===== src/rtl/dtvc_pkg.sv =====
// ----------------------------------------------------------------------------
// Dead-man teleop velocity command: package
// Field widths, register indexes, codes and the controller/datapath links.
// ----------------------------------------------------------------------------
`timescale 1ns / 1ps

package dtvc_pkg;

   localparam int BTN_W       = 11;
   localparam int AXIS_W      = 14;
   localparam int VEL_W       = 16;
   localparam int MAX_W       = 15;
   localparam int STEP_W      = 13;
   localparam int WD_W        = 8;
   localparam int PAD_W       = 2;
   localparam int CSR_ADDR_W  = 3;
   localparam int CSR_DATA_W  = 15;
   localparam int REQ_TDATA_W = 40;
   localparam int REQ_TUSER_W = 3;
   localparam int RSP_TDATA_W = 32;
   localparam int RSP_TUSER_W = 1;

   localparam int PROD1_W     = STEP_W + MAX_W;
   localparam int PROD2_W     = PROD1_W + AXIS_W;
   localparam int FRAC_SHIFT  = 24;
   localparam int Q_W         = PROD2_W - FRAC_SHIFT;

   // register indexes
   localparam logic [CSR_ADDR_W-1:0] REG_MAX_LIN   = 3'd0;
   localparam logic [CSR_ADDR_W-1:0] REG_MAX_ANG   = 3'd1;
   localparam logic [CSR_ADDR_W-1:0] REG_LIN_STEP  = 3'd2;
   localparam logic [CSR_ADDR_W-1:0] REG_ANG_STEP  = 3'd3;
   localparam logic [CSR_ADDR_W-1:0] REG_CANCEL_EN = 3'd4;
   localparam logic [CSR_ADDR_W-1:0] REG_WD_TICKS  = 3'd5;

   localparam logic [MAX_W-1:0]  RST_MAX_SPEED = 15'd2048;
   localparam logic [STEP_W-1:0] RST_STEP      = 13'd410;
   localparam logic [WD_W-1:0]   RST_WD_TICKS  = 8'd5;

   localparam logic OP_PAD  = 1'b0;
   localparam logic OP_TICK = 1'b1;

   localparam logic [PAD_W-1:0] PAD_ANALOG  = 2'd0;
   localparam logic [PAD_W-1:0] PAD_DIGITAL = 2'd1;

   localparam logic KIND_VEL    = 1'b0;
   localparam logic KIND_CANCEL = 1'b1;

   // button bits
   localparam int BTN_DEADMAN = 0;
   localparam int BTN_STOP    = 1;
   localparam int BTN_LEFT    = 2;
   localparam int BTN_RIGHT   = 3;
   localparam int BTN_UP      = 4;
   localparam int BTN_DOWN    = 5;
   localparam int BTN_LIN_UP  = 6;
   localparam int BTN_LIN_DN  = 7;
   localparam int BTN_ANG_UP  = 8;
   localparam int BTN_ANG_DN  = 9;
   localparam int BTN_CANCEL  = 10;

   localparam logic [STEP_W-1:0] SCALE_ONE   = 13'd4096;
   localparam logic [VEL_W:0]    VEL_POS_MAX = 17'd32767;
   localparam logic [VEL_W:0]    VEL_NEG_MAG = 17'd32768;

   // result source
   localparam logic [1:0] EMIT_NONE   = 2'd0;
   localparam logic [1:0] EMIT_ZERO   = 2'd1;
   localparam logic [1:0] EMIT_HELD   = 2'd2;
   localparam logic [1:0] EMIT_CANCEL = 2'd3;

   typedef struct packed {
      logic       load;
      logic       decode;
      logic       dig_inc;
      logic       dig_dec;
      logic       mul1;
      logic       mul1_ang;
      logic       mul2;
      logic       wr_lin;
      logic       wr_ang;
      logic [1:0] emit;
      logic       emit_last;
   } cmd_type;

   typedef struct packed {
      logic op;
      logic is_analog;
      logic is_digital;
      logic deadman;
      logic prev_deadman;
      logic alive;
      logic out_free;
      logic cancel_en;
      logic stop_edge;
      logic cancel_edge;
   } status_type;

endpackage


===== src/rtl/dtvc_ctrl.sv =====
// ----------------------------------------------------------------------------
// Dead-man teleop velocity command: controller
// Sequences decode, digital steps, the shared multiplier and result emission.
// ----------------------------------------------------------------------------
`timescale 1ns / 1ps

module dtvc_ctrl (
   input  logic                clock,
   input  logic                reset,
   input  logic                req_tvalid,
   output logic                req_tready,
   input  dtvc_pkg::status_type st,
   output dtvc_pkg::cmd_type    cmd
);
   import dtvc_pkg::*;

   localparam logic [3:0] S_IDLE          = 4'd0;
   localparam logic [3:0] S_DECODE        = 4'd1;
   localparam logic [3:0] S_DIG_INC       = 4'd2;
   localparam logic [3:0] S_DIG_DEC       = 4'd3;
   localparam logic [3:0] S_MUL0          = 4'd4;
   localparam logic [3:0] S_MUL1          = 4'd5;
   localparam logic [3:0] S_MUL2          = 4'd6;
   localparam logic [3:0] S_MUL3          = 4'd7;
   localparam logic [3:0] S_EMIT_HELD     = 4'd8;
   localparam logic [3:0] S_EMIT_ZERO     = 4'd9;
   localparam logic [3:0] S_EMIT_ZERO_PRE = 4'd10;
   localparam logic [3:0] S_EMIT_CANCEL   = 4'd11;

   logic [3:0] state_ff;
   logic [3:0] state_in;

   assign req_tready = (state_ff == S_IDLE);

   always_comb begin
      cmd      = '0;
      state_in = state_ff;
      case (state_ff)
         S_IDLE: begin
            if (req_tvalid) begin
               cmd.load = 1'b1;
               state_in = S_DECODE;
            end
         end
         S_DECODE: begin
            cmd.decode = 1'b1;
            if (st.op == OP_TICK) begin
               state_in = st.alive ? S_EMIT_HELD : S_IDLE;
            end else if (st.is_analog || st.is_digital) begin
               if (!st.deadman) begin
                  state_in = st.prev_deadman ? S_EMIT_ZERO : S_IDLE;
               end else if (st.is_analog) begin
                  state_in = S_MUL0;
               end else begin
                  state_in = S_DIG_INC;
               end
            end else begin
               state_in = S_IDLE;
            end
         end
         S_DIG_INC: begin
            cmd.dig_inc = 1'b1;
            state_in    = S_DIG_DEC;
         end
         S_DIG_DEC: begin
            cmd.dig_dec = 1'b1;
            if (st.stop_edge) begin
               state_in = st.cancel_en ? S_EMIT_ZERO_PRE : S_EMIT_ZERO;
            end else begin
               state_in = S_IDLE;
            end
         end
         S_MUL0: begin
            cmd.mul1 = 1'b1;
            state_in = S_MUL1;
         end
         S_MUL1: begin
            cmd.mul1     = 1'b1;
            cmd.mul1_ang = 1'b1;
            cmd.mul2     = 1'b1;
            state_in     = S_MUL2;
         end
         S_MUL2: begin
            cmd.mul2   = 1'b1;
            cmd.wr_lin = 1'b1;
            state_in   = S_MUL3;
         end
         S_MUL3: begin
            cmd.wr_ang = 1'b1;
            state_in   = (st.cancel_edge && st.cancel_en) ? S_EMIT_CANCEL : S_IDLE;
         end
         S_EMIT_HELD: begin
            if (st.out_free) begin
               cmd.emit      = EMIT_HELD;
               cmd.emit_last = 1'b1;
               state_in      = S_IDLE;
            end
         end
         S_EMIT_ZERO: begin
            if (st.out_free) begin
               cmd.emit      = EMIT_ZERO;
               cmd.emit_last = 1'b1;
               state_in      = S_IDLE;
            end
         end
         S_EMIT_ZERO_PRE: begin
            if (st.out_free) begin
               cmd.emit = EMIT_ZERO;
               state_in = S_EMIT_CANCEL;
            end
         end
         S_EMIT_CANCEL: begin
            if (st.out_free) begin
               cmd.emit      = EMIT_CANCEL;
               cmd.emit_last = 1'b1;
               state_in      = S_IDLE;
            end
         end
         default: begin
            state_in = S_IDLE;
         end
      endcase
   end

   always_ff @(posedge clock) begin
      if (reset) begin
         state_ff <= S_IDLE;
      end else begin
         state_ff <= state_in;
      end
   end

endmodule


===== src/rtl/dtvc_datapath.sv =====
// ----------------------------------------------------------------------------
// Dead-man teleop velocity command: datapath
// Registers, watchdog, scales, held velocities, multiplier and result stage.
// ----------------------------------------------------------------------------
`timescale 1ns / 1ps

module dtvc_datapath (
   input  logic                                 clock,
   input  logic                                 reset,
   input  logic [dtvc_pkg::REQ_TDATA_W-1:0]     req_tdata,
   input  logic [dtvc_pkg::REQ_TUSER_W-1:0]     req_tuser,
   output logic                                 rsp_tvalid,
   input  logic                                 rsp_tready,
   output logic [dtvc_pkg::RSP_TDATA_W-1:0]     rsp_tdata,
   output logic [dtvc_pkg::RSP_TUSER_W-1:0]     rsp_tuser,
   output logic                                 rsp_tlast,
   input  logic                                 csr_we,
   input  logic [dtvc_pkg::CSR_ADDR_W-1:0]      csr_addr,
   input  logic [dtvc_pkg::CSR_DATA_W-1:0]      csr_wdata,
   input  dtvc_pkg::cmd_type                    cmd,
   output dtvc_pkg::status_type                 st
);
   import dtvc_pkg::*;

   function automatic logic [STEP_W-1:0] sat_scale(input logic [STEP_W-1:0] v);
      return (v > SCALE_ONE) ? SCALE_ONE : v;
   endfunction

   function automatic logic [STEP_W-1:0] scale_up(input logic [STEP_W-1:0] s,
                                                  input logic [STEP_W-1:0] d);
      logic [STEP_W:0] sum;
      sum = {1'b0, s} + {1'b0, d};
      return (sum > {1'b0, SCALE_ONE}) ? SCALE_ONE : sum[STEP_W-1:0];
   endfunction

   function automatic logic [STEP_W-1:0] scale_dn(input logic [STEP_W-1:0] s,
                                                  input logic [STEP_W-1:0] d);
      return (s > d) ? (s - d) : '0;
   endfunction

   function automatic logic signed [VEL_W-1:0] clamp_hi(input logic signed [VEL_W-1:0] v,
                                                        input logic [STEP_W-1:0] d,
                                                        input logic [MAX_W-1:0] m);
      logic signed [VEL_W+1:0] sum;
      logic signed [VEL_W+1:0] lim;
      sum = {{2{v[VEL_W-1]}}, v} + {{(VEL_W+2-STEP_W){1'b0}}, d};
      lim = {{(VEL_W+2-MAX_W){1'b0}}, m};
      return (sum > lim) ? lim[VEL_W-1:0] : sum[VEL_W-1:0];
   endfunction

   function automatic logic signed [VEL_W-1:0] clamp_lo(input logic signed [VEL_W-1:0] v,
                                                        input logic [STEP_W-1:0] d,
                                                        input logic [MAX_W-1:0] m);
      logic signed [VEL_W+1:0] dif;
      logic signed [VEL_W+1:0] lim;
      dif = {{2{v[VEL_W-1]}}, v} - {{(VEL_W+2-STEP_W){1'b0}}, d};
      lim = -{{(VEL_W+2-MAX_W){1'b0}}, m};
      return (dif < lim) ? lim[VEL_W-1:0] : dif[VEL_W-1:0];
   endfunction

   // configuration
   logic [MAX_W-1:0]  max_lin_ff, max_lin_in, max_ang_ff, max_ang_in;
   logic [STEP_W-1:0] lin_step_ff, lin_step_in, ang_step_ff, ang_step_in;
   logic              cancel_en_ff, cancel_en_in;
   logic [WD_W-1:0]   wd_ticks_ff, wd_ticks_in;

   // block state
   logic                    alive_ff, alive_in;
   logic signed [VEL_W-1:0] held_lin_ff, held_lin_in, held_ang_ff, held_ang_in;
   logic [STEP_W-1:0]       lin_scale_ff, lin_scale_in, ang_scale_ff, ang_scale_in;
   logic [BTN_W-1:0]        prev_btn_ff, prev_btn_in;
   logic                    seen_ff, seen_in;
   logic [WD_W-1:0]         wd_left_ff, wd_left_in;
   logic [BTN_W-1:0]        edges_ff, edges_in;

   // item and arithmetic payload
   logic              op_ff;
   logic [PAD_W-1:0]  pad_kind_ff;
   logic [BTN_W-1:0]  btn_ff;
   logic [AXIS_W-1:0] lin_axis_ff, ang_axis_ff;
   logic [PROD1_W-1:0] prod1_ff, prod1_in;
   logic [AXIS_W-1:0]  mag_ff, mag_in;
   logic               neg1_ff, neg1_in;
   logic [PROD2_W-1:0] prod2_ff, prod2_in;
   logic               neg2_ff, neg2_in;

   // result stage
   logic              rsp_valid_ff, rsp_valid_in;
   logic              rsp_kind_ff, rsp_kind_in;
   logic [VEL_W-1:0]  rsp_lin_ff, rsp_lin_in, rsp_ang_ff, rsp_ang_in;
   logic              rsp_last_ff, rsp_last_in;

   logic [BTN_W-1:0]        prev_eff, edges;
   logic [WD_W-1:0]         wd_next;
   logic [STEP_W-1:0]       sel_scale;
   logic [MAX_W-1:0]        sel_max;
   logic [AXIS_W-1:0]       sel_axis;
   logic [PROD2_W-1:0]      rnd;
   logic [Q_W-1:0]          q;
   logic [VEL_W:0]          q_sat, q_neg;
   logic signed [VEL_W-1:0] vel;

   assign prev_eff = seen_ff ? prev_btn_ff : btn_ff;
   assign edges    = btn_ff & ~prev_eff;
   assign wd_next  = (wd_left_ff != '0) ? (wd_left_ff - 1'b1) : '0;

   assign sel_scale = cmd.mul1_ang ? ang_scale_ff : lin_scale_ff;
   assign sel_max   = cmd.mul1_ang ? max_ang_ff   : max_lin_ff;
   assign sel_axis  = cmd.mul1_ang ? ang_axis_ff  : lin_axis_ff;

   assign rnd   = prod2_ff + (PROD2_W'(1) << (FRAC_SHIFT - 1));
   assign q     = rnd[PROD2_W-1:FRAC_SHIFT];
   assign q_sat = neg2_ff ? ((q > Q_W'(VEL_NEG_MAG)) ? VEL_NEG_MAG : q[VEL_W:0])
                          : ((q > Q_W'(VEL_POS_MAX)) ? VEL_POS_MAX : q[VEL_W:0]);
   assign q_neg = -q_sat;
   assign vel   = neg2_ff ? q_neg[VEL_W-1:0] : q_sat[VEL_W-1:0];

   always_comb begin
      max_lin_in   = max_lin_ff;
      max_ang_in   = max_ang_ff;
      lin_step_in  = lin_step_ff;
      ang_step_in  = ang_step_ff;
      cancel_en_in = cancel_en_ff;
      wd_ticks_in  = wd_ticks_ff;
      alive_in     = alive_ff;
      held_lin_in  = held_lin_ff;
      held_ang_in  = held_ang_ff;
      lin_scale_in = lin_scale_ff;
      ang_scale_in = ang_scale_ff;
      prev_btn_in  = prev_btn_ff;
      seen_in      = seen_ff;
      wd_left_in   = wd_left_ff;
      edges_in     = edges_ff;

      if (cmd.decode) begin
         if (op_ff == OP_TICK) begin
            wd_left_in = wd_next;
            if (alive_ff && (wd_next == '0)) begin
               alive_in     = 1'b0;
               held_lin_in  = '0;
               held_ang_in  = '0;
               lin_scale_in = sat_scale(lin_step_ff);
               ang_scale_in = sat_scale(ang_step_ff);
            end
         end else begin
            wd_left_in  = wd_ticks_ff;
            prev_btn_in = btn_ff;
            seen_in     = 1'b1;
            edges_in    = edges;
            if ((pad_kind_ff == PAD_ANALOG) || (pad_kind_ff == PAD_DIGITAL)) begin
               if (!btn_ff[BTN_DEADMAN]) begin
                  alive_in    = 1'b0;
                  held_lin_in = '0;
                  held_ang_in = '0;
                  if (prev_eff[BTN_DEADMAN] && (pad_kind_ff == PAD_ANALOG)) begin
                     lin_scale_in = sat_scale(lin_step_ff);
                     ang_scale_in = sat_scale(ang_step_ff);
                  end
               end else if (pad_kind_ff == PAD_ANALOG) begin
                  alive_in = 1'b1;
                  lin_scale_in = edges[BTN_LIN_UP] ? scale_up(lin_scale_ff, lin_step_ff)
                                                   : lin_scale_ff;
                  lin_scale_in = edges[BTN_LIN_DN] ? scale_dn(lin_scale_in, lin_step_ff)
                                                   : lin_scale_in;
                  ang_scale_in = edges[BTN_ANG_UP] ? scale_up(ang_scale_ff, ang_step_ff)
                                                   : ang_scale_ff;
                  ang_scale_in = edges[BTN_ANG_DN] ? scale_dn(ang_scale_in, ang_step_ff)
                                                   : ang_scale_in;
               end else begin
                  alive_in = 1'b1;
                  if (edges[BTN_STOP]) begin
                     held_lin_in = '0;
                     held_ang_in = '0;
                  end
               end
            end
         end
      end

      if (cmd.dig_inc) begin
         if (edges_ff[BTN_LEFT]) begin
            held_ang_in = clamp_hi(held_ang_ff, ang_step_ff, max_ang_ff);
         end
         if (edges_ff[BTN_UP]) begin
            held_lin_in = clamp_hi(held_lin_ff, lin_step_ff, max_lin_ff);
         end
      end
      if (cmd.dig_dec) begin
         if (edges_ff[BTN_RIGHT]) begin
            held_ang_in = clamp_lo(held_ang_ff, ang_step_ff, max_ang_ff);
         end
         if (edges_ff[BTN_DOWN]) begin
            held_lin_in = clamp_lo(held_lin_ff, lin_step_ff, max_lin_ff);
         end
      end
      if (cmd.wr_lin) begin
         held_lin_in = vel;
      end
      if (cmd.wr_ang) begin
         held_ang_in = vel;
      end

      if (csr_we) begin
         case (csr_addr)
            REG_MAX_LIN:   max_lin_in = csr_wdata[MAX_W-1:0];
            REG_MAX_ANG:   max_ang_in = csr_wdata[MAX_W-1:0];
            REG_LIN_STEP: begin
               lin_step_in  = csr_wdata[STEP_W-1:0];
               lin_scale_in = sat_scale(csr_wdata[STEP_W-1:0]);
            end
            REG_ANG_STEP: begin
               ang_step_in  = csr_wdata[STEP_W-1:0];
               ang_scale_in = sat_scale(csr_wdata[STEP_W-1:0]);
            end
            REG_CANCEL_EN: cancel_en_in = csr_wdata[0];
            REG_WD_TICKS:  wd_ticks_in  = csr_wdata[WD_W-1:0];
            default: begin
            end
         endcase
      end
   end

   // shared two-stage multiplier
   always_comb begin
      prod1_in = prod1_ff;
      mag_in   = mag_ff;
      neg1_in  = neg1_ff;
      prod2_in = prod2_ff;
      neg2_in  = neg2_ff;
      if (cmd.mul1) begin
         prod1_in = {{MAX_W{1'b0}}, sel_scale} * {{STEP_W{1'b0}}, sel_max};
         neg1_in  = sel_axis[AXIS_W-1];
         mag_in   = sel_axis[AXIS_W-1] ? (~sel_axis + 1'b1) : sel_axis;
      end
      if (cmd.mul2) begin
         prod2_in = {{AXIS_W{1'b0}}, prod1_ff} * {{PROD1_W{1'b0}}, mag_ff};
         neg2_in  = neg1_ff;
      end
   end

   // result register
   always_comb begin
      rsp_valid_in = rsp_valid_ff;
      rsp_kind_in  = rsp_kind_ff;
      rsp_lin_in   = rsp_lin_ff;
      rsp_ang_in   = rsp_ang_ff;
      rsp_last_in  = rsp_last_ff;
      if (cmd.emit != EMIT_NONE) begin
         rsp_valid_in = 1'b1;
         rsp_kind_in  = (cmd.emit == EMIT_CANCEL) ? KIND_CANCEL : KIND_VEL;
         rsp_lin_in   = (cmd.emit == EMIT_HELD) ? held_lin_ff : '0;
         rsp_ang_in   = (cmd.emit == EMIT_HELD) ? held_ang_ff : '0;
         rsp_last_in  = cmd.emit_last;
      end else if (rsp_tready) begin
         rsp_valid_in = 1'b0;
      end
   end

   always_ff @(posedge clock) begin
      if (reset) begin
         max_lin_ff   <= RST_MAX_SPEED;
         max_ang_ff   <= RST_MAX_SPEED;
         lin_step_ff  <= RST_STEP;
         ang_step_ff  <= RST_STEP;
         cancel_en_ff <= 1'b0;
         wd_ticks_ff  <= RST_WD_TICKS;
         alive_ff     <= 1'b0;
         held_lin_ff  <= '0;
         held_ang_ff  <= '0;
         lin_scale_ff <= RST_STEP;
         ang_scale_ff <= RST_STEP;
         prev_btn_ff  <= '0;
         seen_ff      <= 1'b0;
         wd_left_ff   <= '0;
         edges_ff     <= '0;
         rsp_valid_ff <= 1'b0;
      end else begin
         max_lin_ff   <= max_lin_in;
         max_ang_ff   <= max_ang_in;
         lin_step_ff  <= lin_step_in;
         ang_step_ff  <= ang_step_in;
         cancel_en_ff <= cancel_en_in;
         wd_ticks_ff  <= wd_ticks_in;
         alive_ff     <= alive_in;
         held_lin_ff  <= held_lin_in;
         held_ang_ff  <= held_ang_in;
         lin_scale_ff <= lin_scale_in;
         ang_scale_ff <= ang_scale_in;
         prev_btn_ff  <= prev_btn_in;
         seen_ff      <= seen_in;
         wd_left_ff   <= wd_left_in;
         edges_ff     <= edges_in;
         rsp_valid_ff <= rsp_valid_in;
      end
   end

   always_ff @(posedge clock) begin
      if (cmd.load) begin
         op_ff       <= req_tuser[0];
         pad_kind_ff <= req_tuser[PAD_W:1];
         btn_ff      <= req_tdata[BTN_W-1:0];
         lin_axis_ff <= req_tdata[BTN_W+AXIS_W-1:BTN_W];
         ang_axis_ff <= req_tdata[BTN_W+2*AXIS_W-1:BTN_W+AXIS_W];
      end
      prod1_ff    <= prod1_in;
      mag_ff      <= mag_in;
      neg1_ff     <= neg1_in;
      prod2_ff    <= prod2_in;
      neg2_ff     <= neg2_in;
      rsp_kind_ff <= rsp_kind_in;
      rsp_lin_ff  <= rsp_lin_in;
      rsp_ang_ff  <= rsp_ang_in;
      rsp_last_ff <= rsp_last_in;
   end

   assign st.op           = op_ff;
   assign st.is_analog    = (pad_kind_ff == PAD_ANALOG);
   assign st.is_digital   = (pad_kind_ff == PAD_DIGITAL);
   assign st.deadman      = btn_ff[BTN_DEADMAN];
   assign st.prev_deadman = prev_eff[BTN_DEADMAN];
   assign st.alive        = alive_ff;
   assign st.out_free     = !rsp_valid_ff || rsp_tready;
   assign st.cancel_en    = cancel_en_ff;
   assign st.stop_edge    = edges_ff[BTN_STOP];
   assign st.cancel_edge  = edges_ff[BTN_CANCEL];

   assign rsp_tvalid = rsp_valid_ff;
   assign rsp_tdata  = {rsp_ang_ff, rsp_lin_ff};
   assign rsp_tuser  = rsp_kind_ff;
   assign rsp_tlast  = rsp_last_ff;

endmodule


===== src/rtl/deadman_teleop_velocity_command_top.sv =====
// ----------------------------------------------------------------------------
// Dead-man teleop velocity command: top level
// Joystick reports and ticks in, velocity and goal-cancel items out.
//
//   channel  direction  carries
//   req_*    in         tuser {pad_kind, op}; tdata {pad, ang_axis, lin_axis, buttons}
//   rsp_*    out        tuser {kind}; tdata {ang_vel, lin_vel}; tlast last
//   csr_*    in         write enable, register index, data
//
// Each item is first decoded; a digital report then steps its held velocities,
// an analog report passes through the shared two-stage multiplier, and results
// leave through the one-result output register.
// Reset is synchronous; control and configuration registers return to defaults.
// A stalled result holds in the output register while the next item is taken.
// ----------------------------------------------------------------------------
`timescale 1ns / 1ps

module deadman_teleop_velocity_command_top (
   input  logic                             clock,
   input  logic                             reset,
   input  logic                             req_tvalid,
   output logic                             req_tready,
   // buttons, lin_axis, ang_axis, zero pad
   input  logic [dtvc_pkg::REQ_TDATA_W-1:0] req_tdata,
   // op, pad_kind
   input  logic [dtvc_pkg::REQ_TUSER_W-1:0] req_tuser,
   output logic                             rsp_tvalid,
   input  logic                             rsp_tready,
   // lin_vel, ang_vel
   output logic [dtvc_pkg::RSP_TDATA_W-1:0] rsp_tdata,
   // kind
   output logic [dtvc_pkg::RSP_TUSER_W-1:0] rsp_tuser,
   output logic                             rsp_tlast,
   input  logic                             csr_we,
   input  logic [dtvc_pkg::CSR_ADDR_W-1:0]  csr_addr,
   input  logic [dtvc_pkg::CSR_DATA_W-1:0]  csr_wdata
);
   import dtvc_pkg::*;

   cmd_type    cmd;
   status_type st;

   dtvc_ctrl u_ctrl (
      .clock      (clock),
      .reset      (reset),
      .req_tvalid (req_tvalid),
      .req_tready (req_tready),
      .st         (st),
      .cmd        (cmd)
   );

   dtvc_datapath u_datapath (
      .clock      (clock),
      .reset      (reset),
      .req_tdata  (req_tdata),
      .req_tuser  (req_tuser),
      .rsp_tvalid (rsp_tvalid),
      .rsp_tready (rsp_tready),
      .rsp_tdata  (rsp_tdata),
      .rsp_tuser  (rsp_tuser),
      .rsp_tlast  (rsp_tlast),
      .csr_we     (csr_we),
      .csr_addr   (csr_addr),
      .csr_wdata  (csr_wdata),
      .cmd        (cmd),
      .st         (st)
   );

endmodule


===== config.mk =====
export PLATFORM = sky130hd
export DESIGN_NAME = deadman_teleop_velocity_command_top
export DESIGN_NICKNAME = d
export VERILOG_FILES = /design/src/rtl/dtvc_pkg.sv /design/src/rtl/dtvc_ctrl.sv /design/src/rtl/dtvc_datapath.sv /design/src/rtl/deadman_teleop_velocity_command_top.sv
export SDC_FILE = /design/constraint.sdc
export NUM_CORES = 2
export LEC_CHECK = 0
export BUFFER_PORTS_ARGS = -buffer_cell sky130_fd_sc_hd__buf_2
export CORE_ASPECT_RATIO = 1.75
export CORE_UTILIZATION = 60
export CTS_BUF_LIST = sky130_fd_sc_hd__clkbuf_4 sky130_fd_sc_hd__clkbuf_8
export DETAILED_ROUTE_END_ITERATION = 16
export PLACE_DENSITY = 0.8
export SYNTH_ARGS = -nofsm -noshare
export SYNTH_HDL_FRONTEND = slang
export SYNTH_SLANG_ARGS = --single-unit

===== constraint.sdc =====
create_clock -name clock -period 8.1 [get_ports clock]
set_input_delay 0.405 -clock clock [delete_from_list [all_inputs] [get_ports clock]]
set_output_delay 0.405 -clock clock [all_outputs]
set_load 0.01 [all_outputs]

; ---- Word-level counts from Yosys, hierarchy flattened
; Cells that the tools add are included.
[classes]
eq_ne = 23
bitwise_logic = 4
magnitude_cmp = 13
n_div = 0
n_mul = 2
shifts = 0
n_reduce_logical = 26
add_sub_neg = 14
n_mux = 104
[op_table]
columns = operator, count
row1 = 16-bit two-way mux, 32
row2 = 13-bit two-way mux, 31
row3 = 42-bit by 24-bit adder with 42-bit output (second input constant), 1
row4 = 28-bit by 14-bit multiplier with 42-bit output, 1
row5 = 4-bit two-way mux, 10
row6 = 4-bit case mux with 10 select lines, 1
row7 = 13-bit greater-than comparator (second input constant), 3
row8 = 18-bit by 16-bit greater-than comparator with 1-bit output, 2
row9 = 18-bit less-than comparator, 2
row10 = 15-bit negator with 18-bit output, 2
row11 = 16-bit by 14-bit adder with 17-bit output, 2
row12 = 16-bit by 14-bit subtractor with 17-bit output, 2
row13 = 13-bit by 13-bit adder with 14-bit output, 2
row14 = 14-bit by 13-bit greater-than comparator with 1-bit output (second input constant), 2
row15 = 13-bit by 15-bit multiplier with 28-bit output, 1
row16 = 13-bit greater-than comparator, 2
row17 = 13-bit subtractor, 2
row18 = 18-bit by 15-bit greater-than comparator with 1-bit output (second input constant), 1
row19 = 18-bit by 16-bit greater-than comparator with 1-bit output (second input constant), 1
row20 = 1-bit two-way mux, 18
row21 = 4-bit by 3-bit equality test with 1-bit output (second input constant), 4
row22 = 4-bit equality test (second input constant), 4
row23 = 8-bit two-way mux, 2
row24 = 16-bit negator, 1
row25 = 35 further kinds, 57
[word_totals]
wordCells = 218
ram_bits = 0
memories = 0
out_inout_bits = 36
latchBits = 0
regBits = 322
input_bits = 66
mem_bits_ro = 0

; ---- Longest topological paths before layout
[logic_depth]
ltp_word = 14
ltp_mapped = 31

; ---- Modules after synthesis
; Synthesis repeated with hierarchy kept, for this count alone.
[hier_totals]
cells_unflattened = 4802
hier_area_um2 = 40722.8
[modules_own_cells]
columns = module, area_per_inst_um2, cells_per_inst, instances
row1 = dtvc_datapath, 40271.1, 4740, 1
row2 = dtvc_ctrl, 451.7, 62, 1

; ---- Least setup slack after synthesis
; No wires, ideal clock.
[synth_timing]
kind = reg2reg
start = register u_ctrl.state_ff[2]
end = register u_datapath.prod1_ff[26] (data pin)
n_path_buf = 5
t_arrival_ns = 7.504
stages_incl_launch_ff = 29
synth_period_minus_slack_ns = 7.762
path_slack_ns = 0.338
cell_sequence = dfxtp_1 > clkbuf_1 > nand2_1 > nor3_1 > clkbuf_1 > clkbuf_1 > buf_1 > buf_1 > nand2_1 > o21ai_0 > nand2_1 > fa_1 > inv_1 > fa_1 > inv_1 > fa_1 > fa_1 > fa_1 > inv_1 > ha_1 > inv_1 > o21bai_1 > o41ai_1 > a31oi_1 > a41o_1 > o41ai_1 > o2111ai_1 > a21oi_1 > xnor2_1
[synth_via]
elab_chain_len = 4
word_cells_on_any_way = 5
cone_classes = mul: 1 / eq/ne: 1 / mux: 3
[synth_lines]
columns = item, line
row1 = from (decl), dtvc_ctrl.sv:30  ; logic [3:0] state_ff;
row2 = from (signal assigned), dtvc_ctrl.sv:129  ; state_ff <= state_in;
row3 = 4-bit by 3-bit equality test with 1-bit output (*), dtvc_ctrl.sv:38  ; case (state_ff)
row4 = 1-bit two-way mux (*), dtvc_ctrl.sv:38
row5 = 13-bit two-way mux / 15-bit two-way mux (equally long branches), "dtvc_datapath.sv:107, dtvc_datapath.sv:108"
row6 = 13-bit by 15-bit multiplier with 28-bit output (*), dtvc_datapath.sv:231  ; prod1_in = {{MAX_W{1'b0}}, sel_scale} * {{STEP_W{1'b0}}, sel_max};
row7 = to (signal assigned), dtvc_datapath.sv:305  ; prod1_ff <= prod1_in;
row8 = to (decl), dtvc_datapath.sv:81  ; logic [PROD1_W-1:0] prod1_ff, prod1_in;
; Every way passes the cells marked *; elsewhere a longest branch is shown, timed or not.
; A chain may end at the register's enable or synchronous reset.

; ---- Worst setup path in the final report
[layout_timing]
start = register u_ctrl.state_ff[2]
end = register u_datapath.prod1_ff[27] (data pin)
; The elaborated chain is that of the path after synthesis.

==> impl_metrics.json <==
{
  "gr-total-overflow": 0,
  "clk_pin_slew_ps": 70,
  "fillers": 5612,
  "finalNetCount": 5726,
  "dp_hpwl_mm": 110,
  "gp_congestion": 1.13,
  "clkPwrFrac": 0.298,
  "cp_slowest_cell": "mux2i_1",
  "yosysMostFrequentCell": "nand2_1",
  "crit_type": "register to register",
  "drt_iter0_drc": 3263,
  "maxSlewViolCount": 0,
  "hold_viol": 0,
  "setup_ws_ps": 492,
  "min_period_ps": 7610,
  "ant_nets": 0,
  "fin_skew_ps": 56.3,
  "worstMarginPinSlew_ps": 1360,
  "grt_pass1_vias": 37500,
  "drive_above_1_share": 0.0749,
  "hold_slack_ps": 43.8,
  "power_frac_seq": 0.328,
  "final_util": 0.653,
  "p_per_area_nw_per_um2": 121,
  "wl_per_cell_um": 24.6,
  "cp.required_ps": 8480,
  "rows": 125,
  "synth_largest_area_cell": "fa_1",
  "numPortBuffers": 100,
  "start_util": 0.605,
  "ys_warn_count": 0,
  "cp.arrival_ps": 7990,
  "relSlewSlack": 0.0846,
  "synth_seq_cells": 294,
  "clk_latency_ps": 670,
  "vias": 36600,
  "ir_worst_vdd_mv": 0.157,
  "critPathLaunchType": "register",
  "setup_viol": 0,
  "synth_area_um2": 40100,
  "tns_ps": 0,
  "grt_pass1_wl_mm": 215,
  "synth_common_cells": "nand2_1 (644), inv_1 (630), fa_1 (459), nor2_1 (356), ha_1 (351)",
  "syn_to_final_growth_pct": 7.99,
  "min_period_over_period": 0.939,
  "cts.sinks": 294,
  "cts_tree": "built",
  "postSynth.asyncResetShare": 0,
  "syn_nets": 5632,
  "postPlaceCellArea_um2": 41800,
  "synth_cell_types": 94,
  "synthTopCellsByArea": "fa_1 (23%), ha_1 (11%), edfxtp_1 (10%)",
  "postCtsHoldBufs": 42,
  "fp.dieH_um": 344,
  "critPathMaxStageDelay_ps": 650,
  "post_cts_resized": 0,
  "hold_class": "primary input to register",
  "root_buffer": "clkbuf_8",
  "fmax_mhz": 131,
  "drc": 0,
  "core-area_um2": 66300,
  "syn_area_per_cell_um2": 8.43,
  "combPwrFrac": 0.375,
  "io-pin-count": 102,
  "synth_edf_count": 139,
  "synth_top_cell_area_share": 0.229,
  "htree_levels": 2,
  "rsz0062_at_grt": "no",
  "p_int_w": 0.00326,
  "die_area_um2": 67900,
  "grt_max_degree": 68,
  "syn_inst": 4756,
  "leakagePower_nw": 19.3,
  "clockBufferDepth": 3,
  "routed_wirelength_mm": 142,
  "endpoint_kind": "register",
  "grt_usage": 0.425,
  "switching_share": 0.380,
  "p_switching_w": 0.00200,
  "die_x_um": 197,
  "dp_slack_ps": 540,
  "ys_seq_area_frac": 0.181,
  "antenna_found_initial": 7,
  "crit_path_frequent_cell": "fa_1",
  "worstPathMaxFanout": 64,
  "post_cts_buffers": 0,
  "cts_buffers": 46,
  "fin_area_um2": 43300,
  "vias_per_cell": 6.33,
  "multiInputGateArea_um2": 29600,
  "cap_violations": 0,
  "firstDrtPassIters": 7,
  "register_area_um2": 7280,
  "outcome": "finished, final reports clean",
  "synth-main-ff-cell": "dfxtp_1"
}
-- sequential cells by signal, summed over array words and instances (netlist names), 4 cells and up --
name and cells:
u_datapath.lin_step_ff 13, u_datapath.ang_step_ff 13, u_datapath.rsp_ang_ff 16, u_datapath.lin_scale_ff 13
u_datapath.btn_ff 11, u_datapath.max_ang_ff 15, u_datapath.lin_axis_ff 14, u_datapath.ang_scale_ff 13
u_datapath.prev_btn_ff 11, u_datapath.prod2_ff 19, u_datapath.wd_left_ff 8, u_datapath.edges_ff 6
u_datapath.ang_axis_ff 14, u_datapath.mag_ff 14, u_datapath.max_lin_ff 15, u_datapath.prod1_ff 28
u_datapath.held_ang_ff 16, u_ctrl.state_ff 4, u_datapath.rsp_lin_ff 16, u_datapath.held_lin_ff 16
u_datapath.wd_ticks_ff 8
-- cells in the final DEF (no fill, tap or decap), types with 72 or more instances in the layout --
master,count
buf_2,99
a21oi_1,292
mux2i_1,77
inv_1,630
dfxtp_1,155
fa_1,459
buf_4,125
edfxtp_1,139
and2_1,200
nand2_1,644
ha_1,351
o21ai_0,158
nand3_1,72
nor2_1,354
xnor2_1,129
nor3_1,76
-- cell type report --
| type | instances | area share |
|---|---|---|
| Tap cell | 889 | 0.0257 |
| Clock inverter | 28 | 0.00852 |
| Clock buffer | 56 | 0.0169 |
| Timing Repair Buffer | 267 | 0.0433 |
| Antenna cell | 4 | 0.000231 |
| Multi-Input combinational cell | 3609 | 0.683 |
| Inverter | 632 | 0.0548 |
| Sequential cell | 294 | 0.168 |
-- path summary, 6_finish.rpt --
path | startpoint | end | slack (ps) | cells after the start
worst max-delay path | u_ctrl.state_ff[2]$_SDFFE_PP0P_ | u_datapath.prod1_ff[27]$_DFFE_PP_ | 490 | 25
worst min register to register | u_datapath.prev_btn_ff[4]$_SDFFE_PP0P_ | u_datapath.prev_btn_ff[4]$_SDFFE_PP0P_ | 450 | 2
worst min-delay path | csr_wdata[14] | u_datapath.max_ang_ff[14]$_SDFFE_PP0P_ | 40 | 3
worst max register to register | u_ctrl.state_ff[2]$_SDFFE_PP0P_ | u_datapath.prod1_ff[27]$_DFFE_PP_ | 490 | 25
-- worst max-delay path: cells and delay by family (launching register included) --
family,cells,cell delay (ps)
buffers and inverters,6,690
flip-flops,1,490
AND/OR/NAND/NOR,4,700
XOR/XNOR,1,550
AO/OA/AOI/OAI,7,1410
adder cells (fa/ha/maj),6,2850
multiplexers,1,650
-- metal layers --
metal  GRT usage  vias to the layer above  share of wire  wire length (um)
met5           0                        -       0.000091                13
met4       0.475                        2           0.14             19200
met3       0.104                      894          0.084             12000
met2       0.719                     1970           0.48             68000
met1       0.396                    17600           0.30             43100
li1            -                    16100              -                 -
-- per-stage QoR --
stage                     power (W)  cells
after floorplan             0.00304   4756
after global placement      0.00359   5649
after detailed placement    0.00364   5649
after CTS                   0.00521   5775
after global routing        0.00550   5776
final                       0.00526   5779
-- power by group through the flow --
stage          registers, W  clock network [W]  logic (W)
2_1_floorplan       0.00170                  0    0.00133
3_3_place_gp        0.00175                  0    0.00185
3_5_place_dp        0.00175                  0    0.00189
4_1_cts             0.00172            0.00157    0.00192
5_1_grt             0.00172            0.00162    0.00215
6_report            0.00172            0.00157    0.00197
-- kinds of logic (layout without fill, tap and decap cells) --
kind of cell / after synthesis / count (layout) / synth area share
muxes: 90 / 90 / 0.0229
buffers and inverters: 853 / 983 / 0.0825
DFF: 294 / 294 / 0.181
AOI/OAI and AO/OA: 924 / 924 / 0.149
and+or+nand+nor: 1604 / 1604 / 0.186
adders and majority gates: 810 / 810 / 0.339
xor gates and xnor gates: 181 / 181 / 0.0395
other: 0 / 4 / 0
No activity file was read; power rests on OpenSTA's default activity.
